`src/hw/rtl/ktft_pkg.sv`:
```
// ----------------------------------------------------------------------------
// ktft_pkg
// Shared types and constants for the keyed triple-field table.
// ----------------------------------------------------------------------------
package ktft_pkg;

  localparam logic [2:0] REQ_HAS    = 3'd0;
  localparam logic [2:0] REQ_ADD    = 3'd1;
  localparam logic [2:0] REQ_DELETE = 3'd2;
  localparam logic [2:0] REQ_ASSIGN = 3'd3;
  localparam logic [2:0] REQ_MODIFY = 3'd4;
  localparam logic [2:0] REQ_GET    = 3'd5;
  localparam logic [2:0] REQ_CLEAR  = 3'd6;

  localparam logic [15:0] MISS_FIELD = 16'hFFD6;  // -42

  typedef enum logic [1:0] {
    ST_IDLE,
    ST_SEARCH,
    ST_READ,
    ST_EXEC
  } state_t;

  typedef struct packed {
    logic capture;  // latch incoming word
    logic search;   // register key match and free slot
    logic read;     // register field read at matched slot
    logic exec;     // update table and load result word
  } dp_cmd_t;

endpackage

```
`src/hw/rtl/ktft_ctrl.sv`:
```
// ----------------------------------------------------------------------------
// ktft_ctrl
// Request sequencer and result word handshake for the keyed triple-field table.
// ----------------------------------------------------------------------------
module ktft_ctrl (
  input  logic              clk,
  input  logic              rst,
  input  logic              in_valid,
  output logic              in_ready,
  output logic              out_valid,
  input  logic              out_ready,
  output ktft_pkg::dp_cmd_t cmd
);
  import ktft_pkg::*;

  state_t state;
  state_t state_next;
  logic   exec_fire;

  always_ff @(posedge clk) begin
    if (rst) begin
      state <= ST_IDLE;
    end else begin
      state <= state_next;
    end
  end

  always_comb begin
    state_next  = state;
    in_ready    = 1'b0;
    exec_fire   = 1'b0;
    cmd         = '0;
    case (state)
      ST_IDLE: begin
        in_ready    = 1'b1;
        cmd.capture = in_valid;
        if (in_valid) begin
          state_next = ST_SEARCH;
        end
      end
      ST_SEARCH: begin
        cmd.search = 1'b1;
        state_next = ST_READ;
      end
      ST_READ: begin
        cmd.read   = 1'b1;
        state_next = ST_EXEC;
      end
      ST_EXEC: begin
        if (!out_valid || out_ready) begin
          exec_fire  = 1'b1;
          cmd.exec   = 1'b1;
          state_next = ST_IDLE;
        end
      end
      default: begin
        state_next = ST_IDLE;
      end
    endcase
  end

  always_ff @(posedge clk) begin
    if (rst) begin
      out_valid <= 1'b0;
    end else if (exec_fire) begin
      out_valid <= 1'b1;
    end else if (out_ready) begin
      out_valid <= 1'b0;
    end
  end

endmodule

```
`src/hw/rtl/ktft_datapath.sv`:
```
// ----------------------------------------------------------------------------
// ktft_datapath
// Key match array, slot valid bits, field memory and result word register.
// ----------------------------------------------------------------------------
module ktft_datapath #(
  parameter int          ENTRIES   = 16,
  parameter logic [15:0] SKIP_BITS = 16'h8000
) (
  input  logic               clk,
  input  logic               rst,
  input  ktft_pkg::dp_cmd_t  cmd,
  input  logic [2:0]         req_type,
  input  logic [7:0]         ability_type,
  input  logic signed [15:0] value_a,
  input  logic signed [15:0] value_b,
  input  logic signed [15:0] value_c,
  output logic               hit,
  output logic [7:0]         out_type,
  output logic signed [15:0] out_a,
  output logic signed [15:0] out_b,
  output logic signed [15:0] out_c,
  output logic               status
);
  import ktft_pkg::*;

  localparam int IW = $clog2(ENTRIES);

  logic [2:0]   req_q;
  logic [7:0]   key_q;
  logic [15:0]  va_q;
  logic [15:0]  vb_q;
  logic [15:0]  vc_q;

  logic [ENTRIES-1:0] used;
  logic [7:0]         keys [ENTRIES];
  logic [15:0]        mem_a [ENTRIES];
  logic [15:0]        mem_b [ENTRIES];
  logic [15:0]        mem_c [ENTRIES];

  logic          found_c;
  logic [IW-1:0] idx_c;
  logic          free_c;
  logic [IW-1:0] free_idx_c;

  logic          found;
  logic [IW-1:0] idx;
  logic          free_ok;
  logic [IW-1:0] free_idx;

  logic [15:0] rd_a;
  logic [15:0] rd_b;
  logic [15:0] rd_c;

  logic          skip_a;
  logic          skip_b;
  logic          skip_c;
  logic          fields_match;
  logic          do_write;
  logic          do_append;
  logic          do_delete;
  logic          do_clear;
  logic          is_modify;
  logic [IW-1:0] wr_idx;
  logic [15:0]   wr_a;
  logic [15:0]   wr_b;
  logic [15:0]   wr_c;
  logic          hit_next;
  logic [7:0]    type_next;
  logic [15:0]   a_next;
  logic [15:0]   b_next;
  logic [15:0]   c_next;
  logic          status_next;

  always_ff @(posedge clk) begin
    if (cmd.capture) begin
      req_q <= req_type;
      key_q <= ability_type;
      va_q  <= value_a;
      vb_q  <= value_b;
      vc_q  <= value_c;
    end
  end

  // parallel key compare, lowest index wins
  always_comb begin
    found_c    = 1'b0;
    idx_c      = '0;
    free_c     = 1'b0;
    free_idx_c = '0;
    for (int i = ENTRIES - 1; i >= 0; i--) begin
      if (used[i] && keys[i] == key_q) begin
        found_c = 1'b1;
        idx_c   = IW'(i);
      end
      if (!used[i]) begin
        free_c     = 1'b1;
        free_idx_c = IW'(i);
      end
    end
  end

  always_ff @(posedge clk) begin
    if (cmd.search) begin
      found    <= found_c;
      idx      <= idx_c;
      free_ok  <= free_c;
      free_idx <= free_idx_c;
    end
  end

  always_ff @(posedge clk) begin
    if (cmd.read) begin
      rd_a <= mem_a[idx];
      rd_b <= mem_b[idx];
      rd_c <= mem_c[idx];
    end
  end

  always_comb begin
    skip_a       = (va_q == SKIP_BITS);
    skip_b       = (vb_q == SKIP_BITS);
    skip_c       = (vc_q == SKIP_BITS);
    fields_match = (skip_a || va_q == rd_a) && (skip_b || vb_q == rd_b) &&
                   (skip_c || vc_q == rd_c);
    is_modify    = (req_q == REQ_MODIFY);
    do_write     = 1'b0;
    do_append    = 1'b0;
    do_delete    = 1'b0;
    do_clear     = 1'b0;
    hit_next     = 1'b0;
    type_next    = '0;
    a_next       = '0;
    b_next       = '0;
    c_next       = '0;
    status_next  = 1'b0;
    case (req_q)
      REQ_HAS: begin
        hit_next = found && fields_match;
      end
      REQ_ADD: begin
        if (found) begin
          do_write = 1'b1;
        end else if (free_ok) begin
          do_append = 1'b1;
        end else begin
          status_next = 1'b1;
        end
      end
      REQ_DELETE: begin
        do_delete = found;
      end
      REQ_ASSIGN, REQ_MODIFY: begin
        do_write = found;
      end
      REQ_GET: begin
        hit_next = found;
        if (found) begin
          type_next = key_q;
          a_next    = rd_a;
          b_next    = rd_b;
          c_next    = rd_c;
        end else begin
          a_next = MISS_FIELD;
          b_next = MISS_FIELD;
          c_next = MISS_FIELD;
        end
      end
      REQ_CLEAR: begin
        do_clear = 1'b1;
      end
      default: begin
      end
    endcase

    wr_idx = do_append ? free_idx : idx;
    if (do_append) begin
      wr_a = va_q;
      wr_b = vb_q;
      wr_c = vc_q;
    end else begin
      wr_a = skip_a ? rd_a : (is_modify ? rd_a + va_q : va_q);
      wr_b = skip_b ? rd_b : (is_modify ? rd_b + vb_q : vb_q);
      wr_c = skip_c ? rd_c : (is_modify ? rd_c + vc_q : vc_q);
    end
  end

  always_ff @(posedge clk) begin
    if (cmd.exec && (do_write || do_append)) begin
      mem_a[wr_idx] <= wr_a;
      mem_b[wr_idx] <= wr_b;
      mem_c[wr_idx] <= wr_c;
    end
  end

  always_ff @(posedge clk) begin
    if (cmd.exec && do_append) begin
      keys[free_idx] <= key_q;
    end
  end

  always_ff @(posedge clk) begin
    if (rst) begin
      used <= '0;
    end else if (cmd.exec) begin
      if (do_clear) begin
        used <= '0;
      end else if (do_delete) begin
        used[idx] <= 1'b0;
      end else if (do_append) begin
        used[free_idx] <= 1'b1;
      end
    end
  end

  always_ff @(posedge clk) begin
    if (cmd.exec) begin
      hit      <= hit_next;
      out_type <= type_next;
      out_a    <= a_next;
      out_b    <= b_next;
      out_c    <= c_next;
      status   <= status_next;
    end
  end

endmodule

```
`src/hw/rtl/keyed_triple_field_table_core.sv`:
```
// ----------------------------------------------------------------------------
// keyed_triple_field_table_core
// Small keyed table of three signed 16-bit fields with has/add/delete/assign/
// modify/get/clear requests and wildcard field operands.
// ----------------------------------------------------------------------------
// Usage:
//   Request words enter on in_valid/in_ready, one result word per request
//   leaves on out_valid/out_ready.
//   A request passes these steps after acceptance: the accepting edge latches
//   the word, then the parallel key match over all slots is registered, then
//   the field memory read at the matched slot, and last the table is updated
//   and the result register loaded, which raises out_valid. in_ready is high
//   only while no request is in flight, so words are taken one at a time.
//   The result register frees the input side: the next request is accepted
//   while a result still waits. If the receiver stalls, the following request
//   holds in its last step until the waiting result is taken.
//   Reset (synchronous, active high) empties the table; key and field storage
//   is not cleared and is only used from occupied slots.
// ----------------------------------------------------------------------------
module keyed_triple_field_table_core #(
  parameter int ENTRIES   = 16,
  parameter int SKIP_CODE = -32768
) (
  input  logic               clk,
  input  logic               rst,
  input  logic               in_valid,
  output logic               in_ready,
  input  logic [2:0]         req_type,
  input  logic [7:0]         ability_type,
  input  logic signed [15:0] value_a,
  input  logic signed [15:0] value_b,
  input  logic signed [15:0] value_c,
  output logic               out_valid,
  input  logic               out_ready,
  output logic               hit,
  output logic [7:0]         out_type,
  output logic signed [15:0] out_a,
  output logic signed [15:0] out_b,
  output logic signed [15:0] out_c,
  output logic               status
);
  import ktft_pkg::*;

  localparam logic [15:0] SKIP_BITS = 16'(SKIP_CODE);

  dp_cmd_t cmd;

  ktft_ctrl u_ctrl (
    .clk       (clk),
    .rst       (rst),
    .in_valid  (in_valid),
    .in_ready  (in_ready),
    .out_valid (out_valid),
    .out_ready (out_ready),
    .cmd       (cmd)
  );

  ktft_datapath #(
    .ENTRIES   (ENTRIES),
    .SKIP_BITS (SKIP_BITS)
  ) u_dp (
    .clk          (clk),
    .rst          (rst),
    .cmd          (cmd),
    .req_type     (req_type),
    .ability_type (ability_type),
    .value_a      (value_a),
    .value_b      (value_b),
    .value_c      (value_c),
    .hit          (hit),
    .out_type     (out_type),
    .out_a        (out_a),
    .out_b        (out_b),
    .out_c        (out_c),
    .status       (status)
  );

endmodule

```
`config.mk`:
```
export PLATFORM = sky130hd
export DESIGN_NAME = keyed_triple_field_table_core
export DESIGN_NICKNAME = d
export VERILOG_FILES = /design/src/hw/rtl/ktft_pkg.sv /design/src/hw/rtl/ktft_ctrl.sv /design/src/hw/rtl/ktft_datapath.sv /design/src/hw/rtl/keyed_triple_field_table_core.sv
export SDC_FILE = /design/constraint.sdc
export NUM_CORES = 1
export LEC_CHECK = 0
export BUFFER_PORTS_ARGS = -buffer_cell sky130_fd_sc_hd__buf_2
export CAP_MARGIN = 30
export CORE_ASPECT_RATIO = 1.25
export CORE_MARGIN = 4
export CORE_UTILIZATION = 35
export DETAILED_ROUTE_END_ITERATION = 12
export SYNTH_ARGS = -nofsm -noshare
export SYNTH_HDL_FRONTEND = slang
export SYNTH_SLANG_ARGS = --single-unit
```
`constraint.sdc`:
```
create_clock -name clk -period 5.56 [get_ports clk]
set_input_delay 0.278 -clock clk [delete_from_list [all_inputs] [get_ports clk]]
set_output_delay 0.278 -clock clk [all_outputs]
set_load 0.05 [all_outputs]
```
==> results of run 1 <==
-- power groups by stage --
stage / clock, uW / combinational [uW] / sequential, uW
2_1_floorplan: 0 / 3450 / 10700
3_3_place_gp: 0 / 4950 / 10800
3_5_place_dp: 0 / 5150 / 10700
4_1_cts: 7500 / 5220 / 10600
5_1_grt: 7870 / 5680 / 10600
6_report: 7330 / 5230 / 10600
-- metal layers --
metal | vias up | GRT usage | share of wire
li1 | 10300 | - | -
met1 | 12600 | 0.220 | 0.40
met2 | 946 | 0.288 | 0.51
met3 | 178 | 0.0266 | 0.068
met4 | 2 | 0.0497 | 0.026
met5 | - | 0 | 0.00011
-- cell usage in the layout, fill, tap and decap left out, types with 8 or more instances in the layout --
| cell | n |
|---|---|
| dfxtp_1 | 19 |
| buf_2 | 128 |
| nor3_1 | 28 |
| inv_1 | 59 |
| nand2_1 | 71 |
| nor2_1 | 89 |
| bufinv_16 | 10 |
| mux4_2 | 240 |
| nor2_4 | 16 |
| a22oi_1 | 8 |
| xnor2_1 | 117 |
| edfxtp_1 | 1071 |
| a21o_1 | 9 |
| clkbuf_16 | 109 |
| nor2b_1 | 17 |
| dlygate4sd3_1 | 62 |
| buf_16 | 8 |
| a21oi_1 | 110 |
| or3_1 | 8 |
| nand2b_1 | 10 |
| nor4_1 | 30 |
| nand3_1 | 25 |
| o21ai_0 | 73 |
| and3_1 | 22 |
| nand4_1 | 24 |
| buf_4 | 75 |
| a211oi_1 | 22 |
| buf_12 | 10 |
| ha_1 | 48 |
| clkinv_2 | 19 |
| a31oi_1 | 11 |
| clkinv_1 | 18 |
| clkbuf_1 | 21 |
| xor2_1 | 46 |
| o22ai_1 | 35 |
-- flip-flops by register name (all words and copies together), names as in the netlist, 2 cells and up --
register / count
u_dp.rd_b: 16
u_dp.idx: 4
u_dp.rd_a: 16
u_dp.keys: 128
u_dp.req_q: 3
u_dp.mem_c: 256
u_ctrl.state: 2
u_dp.vb_q: 16
u_dp.va_q: 16
u_dp.rd_c: 16
u_dp.key_q: 8
u_dp.vc_q: 16
u_dp.out_b: 16
u_dp.mem_a: 256
u_dp.out_a: 16
u_dp.mem_b: 256
u_dp.out_c: 16
u_dp.out_type: 8
u_dp.free_idx: 4
u_dp.used: 16
-- cell type report --
type,instances,area (um^2),area share
Sequential cell,1090,32500,0.622
Multi-Input combinational cell,1158,11600,0.221
Clock buffer,134,2860,0.0547
Timing Repair Buffer,284,2250,0.0430
Tap cell,1702,2130,0.0407
Clock inverter,65,753,0.0144
Inverter,60,226,0.00433
Antenna cell,1,2.50,0.0000478
-- how the worst max path moves through the flow --
stage	startpoint	end	cells past startpoint
floorplan	u_ctrl.out_valid	u_dp.mem_a[14][0]	5
global placement	u_dp.req_q[1]	u_dp.mem_c[6][4]	7
CTS	u_dp.vb_q[15]	u_dp.mem_b[1][10]	5
finish	u_dp.vb_q[10]	u_dp.mem_b[5][12]	5
detailed placement	u_dp.vb_q[15]	u_dp.mem_b[0][14]	5
global route	u_dp.vb_q[15]	u_dp.mem_b[9][13]	5
-- cells by family after synthesis --
kind of cell             Yosys count  share of synthesized area
flip-flops                      1090                      0.728
AND/OR/NAND/NOR                  378                     0.0435
adder cells (fa/ha/maj)           52                     0.0151
multiplexers                     245                      0.122
XOR/XNOR                         163                     0.0319
buffers and inverters            170                     0.0156
AO/OA/AOI/OAI                    320                     0.0436
-- critical path: stages (launching register included) --
cell	delay, ns
edfxtp_1	0.47
nor4b_1	0.52
nand4_1	0.58
a21oi_1	0.97
o22ai_1	0.19
a21oi_1	0.86
-- stage by stage --
stage               utilization  instances
global route              0.413       4493
finish                    0.413       4494
CTS                       0.412       4480
global placement          0.376       4194
detailed placement        0.378       4219
floorplan                     -       2418
==> summary.txt, run 1 <==
Clock tree
  – CTS tree: done
  – # Post-CTS Setup Buffers: 0
  – TritonCTS buffer count: 107
  – CTS resizes: 0
  – Worst skew pair latency: 0.74 ns
  – Clock transition at path regs: 0.06 ns
  – Clk root buf: clkbuf_16
  – H-Tree Depth: 3
  – CTS Buffer Depth: 3
  – CTS Hold Bufs: 62
  – Clk sink count: 1090

STA
  – Tcrit/Tclk final: 0.711
  – Clock Skews: 0.0557 ns
  – TNS Setup: 0 ns
  – Slew @ Worst Pin: 1.09 ns
  – Hold WS: 0.0879 ns
  – Fmax: 253 MHz
  – Final hold vios: 0
  – RSZ-0062 raised after global routing: no
  – Pins Over Slew Limit: 0
  – Setup-failing EPs final: 0
  – Min Tclk post-route: 3.95 ns
  – Normalized max-slew margin: 0.270
  – Final WS setup: 1.61 ns

Worst setup path
  – Reg2Reg Launch Point: u_dp.vb_q[10]
  – Required time of the critical path: 5.94 ns
  – Startpoint Class: register
  – Worst r2r dst: u_dp.mem_b[5][12]
  – Critical path capture point type: register
  – CP Class: reg2reg
  – CP max FO: 16
  – CP Data Arrival Time: 4.34 ns
  – Internal reg-to-reg setup slack: 1.61 ns
  – R2R depth: 5

Placement
  – Post-Place Worst Slack: 1.63 ns
  – Gpl congestion: 0.850
  – HPWL after detailed placement: 69700 um
  – Post-DP Area: 0.0480 mm^2
  – IO Port Bufs: 122

Power
  – Clock power frac: 0.317
  – Leakage: 0.0167 uW
  – Pwr dens: 442 mW/mm^2
  – Internal power: 16400 uW
  – Pwr Total: 23100 uW
  – Worst IR Drop VDD: 0.278 mV
  – Sequential Power Share: 0.457
  – Sw frac: 0.293
  – Combinational fraction of design power: 0.226
  – Switching pwr: 6770 uW

Detailed routing
  – Total wire length: 113000 um
  – Pre-antenna DRT Iters: 5
  – DRC viols: 0
  – Routed wire per std cell: 25.2 um
  – Vias: 24100
  – Post-DR vias/cell: 5.36
  – Antenna-violating nets left: 0
  – Number of DRC markers in iteration 0: 2326

Synthesis
  – Yosys top cell by area: edfxtp_1
  – Synth top area share: 0.720
  – Post-synth top cells: edfxtp_1 (1071), mux4_2 (240), xnor2_1 (117)
  – Syn avg cell area: 18.5 um^2
  – FF+latch count, synth: 1090
  – Post-synthesis sequential area ratio: 0.728
  – Ys async rst share: 0
  – Post-synth EDFFs: 1071
  – Yosys warning total: 0
  – Top area cells in the synthesized netlist: edfxtp_1 (72%), mux4_2 (12%), xnor2_1 (2.3%)
  – Synth Cell Area: 0.0447 mm^2
  – Cells after synthesis: 2418
  – Most frequent cell after synthesis: edfxtp_1
  – Top FF cell, synth: edfxtp_1
  – Syn Nets: 2533
  – Count of cell types in the netlist: 77

Finish
  – Fill cells: 11200
  – Synthesis-to-layout area growth: 17.1%
  – Nets: 2816
  – Layout cells sized above 1: 0.237
  – Final Cell Area: 0.0524 mm^2

Worst hold path
  – Hold Crit Start: in_valid
  – Hold path cells: 4
  – Worst Hold End: u_ctrl.state[1]
  – Hold/Removal Path Class: in2reg

GRT
  – Vias in the first global route: 24900
  – All-Layer GR Usage: 0.167
  – Initial antenna violation count: 5
  – Largest net degree at the start of global routing: 141
  – Gr ovfl total: 0
  – First-pass GRT wire length: 166000 um

Floorplanning
  – Overall die width: 328 um
  – Die area: 0.133 mm^2
  – Rows: 146
  – Die height: 408 um
  – Placeable Area: 0.127 mm^2
  – Num ports: 123
  – Starting density of the core: 0.352

Status
  – Status: complete, no violations

Flow run
  – Max Cap Violations: 0
(Power assumes the default switching activity.)
==> run 2: changes to the inputs <==
==> constraint.sdc (replaced) <==
create_clock -name clk -period 4.09 [get_ports clk]
set_input_delay 0.2045 -clock clk [delete_from_list [all_inputs] [get_ports clk]]
set_output_delay 0.2045 -clock clk [all_outputs]
set_load 0.05 [all_outputs]
==> run 2 against run 1 <==
Sequential cell count unchanged; largest cell class unchanged; register-to-register slack worse by 1.1 ns; largest power group unchanged; combinational power up 40%; total power up 34%; critical path depth up 1; worst hold slack better by 0.025 ns; maximum frequency up 9.2%; global-route usage down 0.11 points.
==> summary.txt, run 2 (synthesis results as in run 1) <==
GRT
  – First-pass GRT wire length: 167000 um (+0.22%)
  – Vias in the first global route: 25000 (+0.38%)
  – All-Layer GR Usage: 0.166 (-0.00112)
  – Initial antenna violation count: 8 (+3)
  – Gr ovfl total: 0 (unchanged)
  – Largest net degree at the start of global routing: 75 (-47%)

STA
  – Clock Skews: 0.0221 ns (-0.0335 ns)
  – Final WS setup: 0.471 ns (-1.14 ns)
  – Normalized max-slew margin: 0.261 (-0.00862)
  – Fmax: 276 MHz (+9.2%)
  – Pins Over Slew Limit: 0 (unchanged)
  – Setup-failing EPs final: 0 (unchanged)
  – Hold WS: 0.113 ns (+0.0255 ns)
  – Slew @ Worst Pin: 1.11 ns (+0.0140 ns)
  – RSZ-0062 raised after global routing: no
  – Min Tclk post-route: 3.62 ns (-0.334 ns)
  – Tcrit/Tclk final: 0.885 (+0.174)
  – Final hold vios: 0 (unchanged)

Power
  – Pwr dens: 593 mW/mm^2 (+34%)
  – Worst IR Drop VDD: 0.357 mV (+28%)
  – Leakage: 0.0167 uW (-0.39%)
  – Pwr Total: 30900 uW (+34%)

Finish
  – Nets: 2827 (+0.39%)
  – Fin cells: 4505 (+0.24%)
  – Finished Core Util: 0.412 (-0.00139)
  – Top Registers: u_dp.mem_a x256, u_dp.mem_b x256, u_dp.mem_c x256
  – Fill cells: 11200 (-0.13%)
  – Commonest non-fill, non-tap cell in the layout: edfxtp_1
  – Most frequent cells in the layout: edfxtp_1 (1071), mux4_2 (240), buf_2 (123), xnor2_1 (117)
  – Synthesis-to-layout area growth: 16.8%
  – Layout cells sized above 1: 0.234 (-0.00236)

Placement
  – Post-Place Worst Slack: 0.555 ns (-1.08 ns)
  – Gpl congestion: 0.859 (+1.1%)
  – IO Port Bufs: 122 (unchanged)
  – Placed insts: 4236 (+0.40%)
  – HPWL after detailed placement: 69600 um (about the same)

Floorplanning
  – Die area: 0.133 mm^2 (unchanged)
  – Die height: 408 um (unchanged)
  – Num ports: 123 (unchanged)
  – Rows: 146 (unchanged)
  – Starting density of the core: 0.352 (unchanged)
  – Placeable Area: 0.127 mm^2 (unchanged)
  – Overall die width: 328 um (unchanged)

Clock tree
  – TritonCTS buffer count: 109 (+1.9%)
  – CTS Buffer Depth: 3 (unchanged)
  – Clock transition at path regs: 0.06 ns (about the same)
  – H-Tree Depth: 3 (unchanged)
  – Clk root buf: clkbuf_16
  – Worst skew pair latency: 0.69 ns (-0.05 ns)
  – Clk sink count: 1090 (unchanged)
  – CTS tree: done

Worst setup path
  – CP Data Arrival Time: 3.94 ns (-0.40 ns)
  – CP startpoint: u_dp.va_q[1]
  – CP Class: reg2reg
  – CP max FO: 16 (unchanged)
  – Startpoint Class: register
  – Internal reg-to-reg setup slack: 0.47 ns (-1.14 ns)
  – R2R depth: 6 (+1)
  – Required time of the critical path: 4.41 ns (-1.53 ns)
  – Worst r2r dst: u_dp.mem_a[1][7]
  – Reg2Reg Launch Point: u_dp.va_q[1]
  – Critical path capture point type: register

Detailed routing
  – Pre-antenna DRT Iters: 6 (+1)
  – Post-DR vias/cell: 5.34 (-0.33%)
  – Total wire length: 112000 um (-0.91%)
  – Number of DRC markers in iteration 0: 2157 (-7.3%)
  – Routed wire per std cell: 24.9 um (-1.2%)
  – Vias: 24100 (-0.083%)
  – DRC viols: 0 (unchanged)
  – Antenna-violating nets left: 0 (unchanged)

Worst hold path
  – Hold path cells: 3 (-1)
  – Hold Crit Start: in_valid
  – Hold/Removal Path Class: in2reg
  – Worst Hold End: u_ctrl.state[0]

Status
  – Status: complete, no violations

Flow run
  – Max Cap Violations: 0 (unchanged)
run 2: cell types whose count changed in the layout (fill, tap and decap cells not counted), moves of 6 or more:
cell       before  now
buf_12         10   22
clkinv_1       18   29
buf_4          75   83
bufinv_16      10    3
buf_16          8    2
clkinv_16       6    0
run 2: layout make-up:
type,count,area [um^2],share of cell area
diodes,1,2.50,0.0000480
repair buffers,293,2360,0.0453
clock buffers,136,2870,0.0550
clock inverters,65,455,0.00873
well taps,1702,2130,0.0408
flip-flops and latches,1090,32500,0.624
inverters,60,226,0.00434
multi-input cells,1158,11600,0.222
run 2: worst max-delay path, cell delays in order (launching register included):
cell	delay, ns
edfxtp_1	0.42
nor4_1	0.86
nand4_1	0.30
buf_4	0.28
nand2_1	0.35
o22ai_1	0.16
a21oi_1	0.89
run 2: stage by stage:
stage | setup TNS, ns | area (um^2)
after global routing | 0 | 52200
after floorplan | -285.34 | 44700
after global placement | 0 | 48100
after CTS | 0 | 52100
final | 0 | 52200
after detailed placement | 0 | 48200
run 2: layer usage:
layer / GRT usage / wire length (um) / up-vias
li1: - / - / 10400
met1: 0.223 / 47100 / 12700
met2: 0.280 / 55900 / 782
met3: 0.0275 / 6180 / 180
met4: 0.0495 / 2980 / 2
met5: 0 / 9 / -
run 2: worst max-delay path by stage:
stage | end | slack (ns) | cells past startpoint
finish | u_dp.mem_a[1][7] | 0.47 | 6
global route | u_dp.mem_a[4][7] | 0.32 | 6
CTS | u_dp.mem_a[11][5] | 0.54 | 6
detailed placement | u_dp.mem_a[3][5] | 0.56 | 6
global placement | u_dp.mem_c[0][15] | 0.69 | 8
floorplan | u_dp.mem_a[14][0] | -0.75 | 5
run 2: power by group:
group	total, uW	internal, uW	switching, uW	leakage (uW)
combinational	7330	2820	4510	0.00522
sequential	14300	13800	471	0.00983
clock	9350	5170	4170	0.00163
run 2: repair_timing:
action                    4_1_cts  5_1_grt
resized for setup               0        0
buffers inserted                0        0
hold buffers                   63        0
hold endpoints to repair       78        0
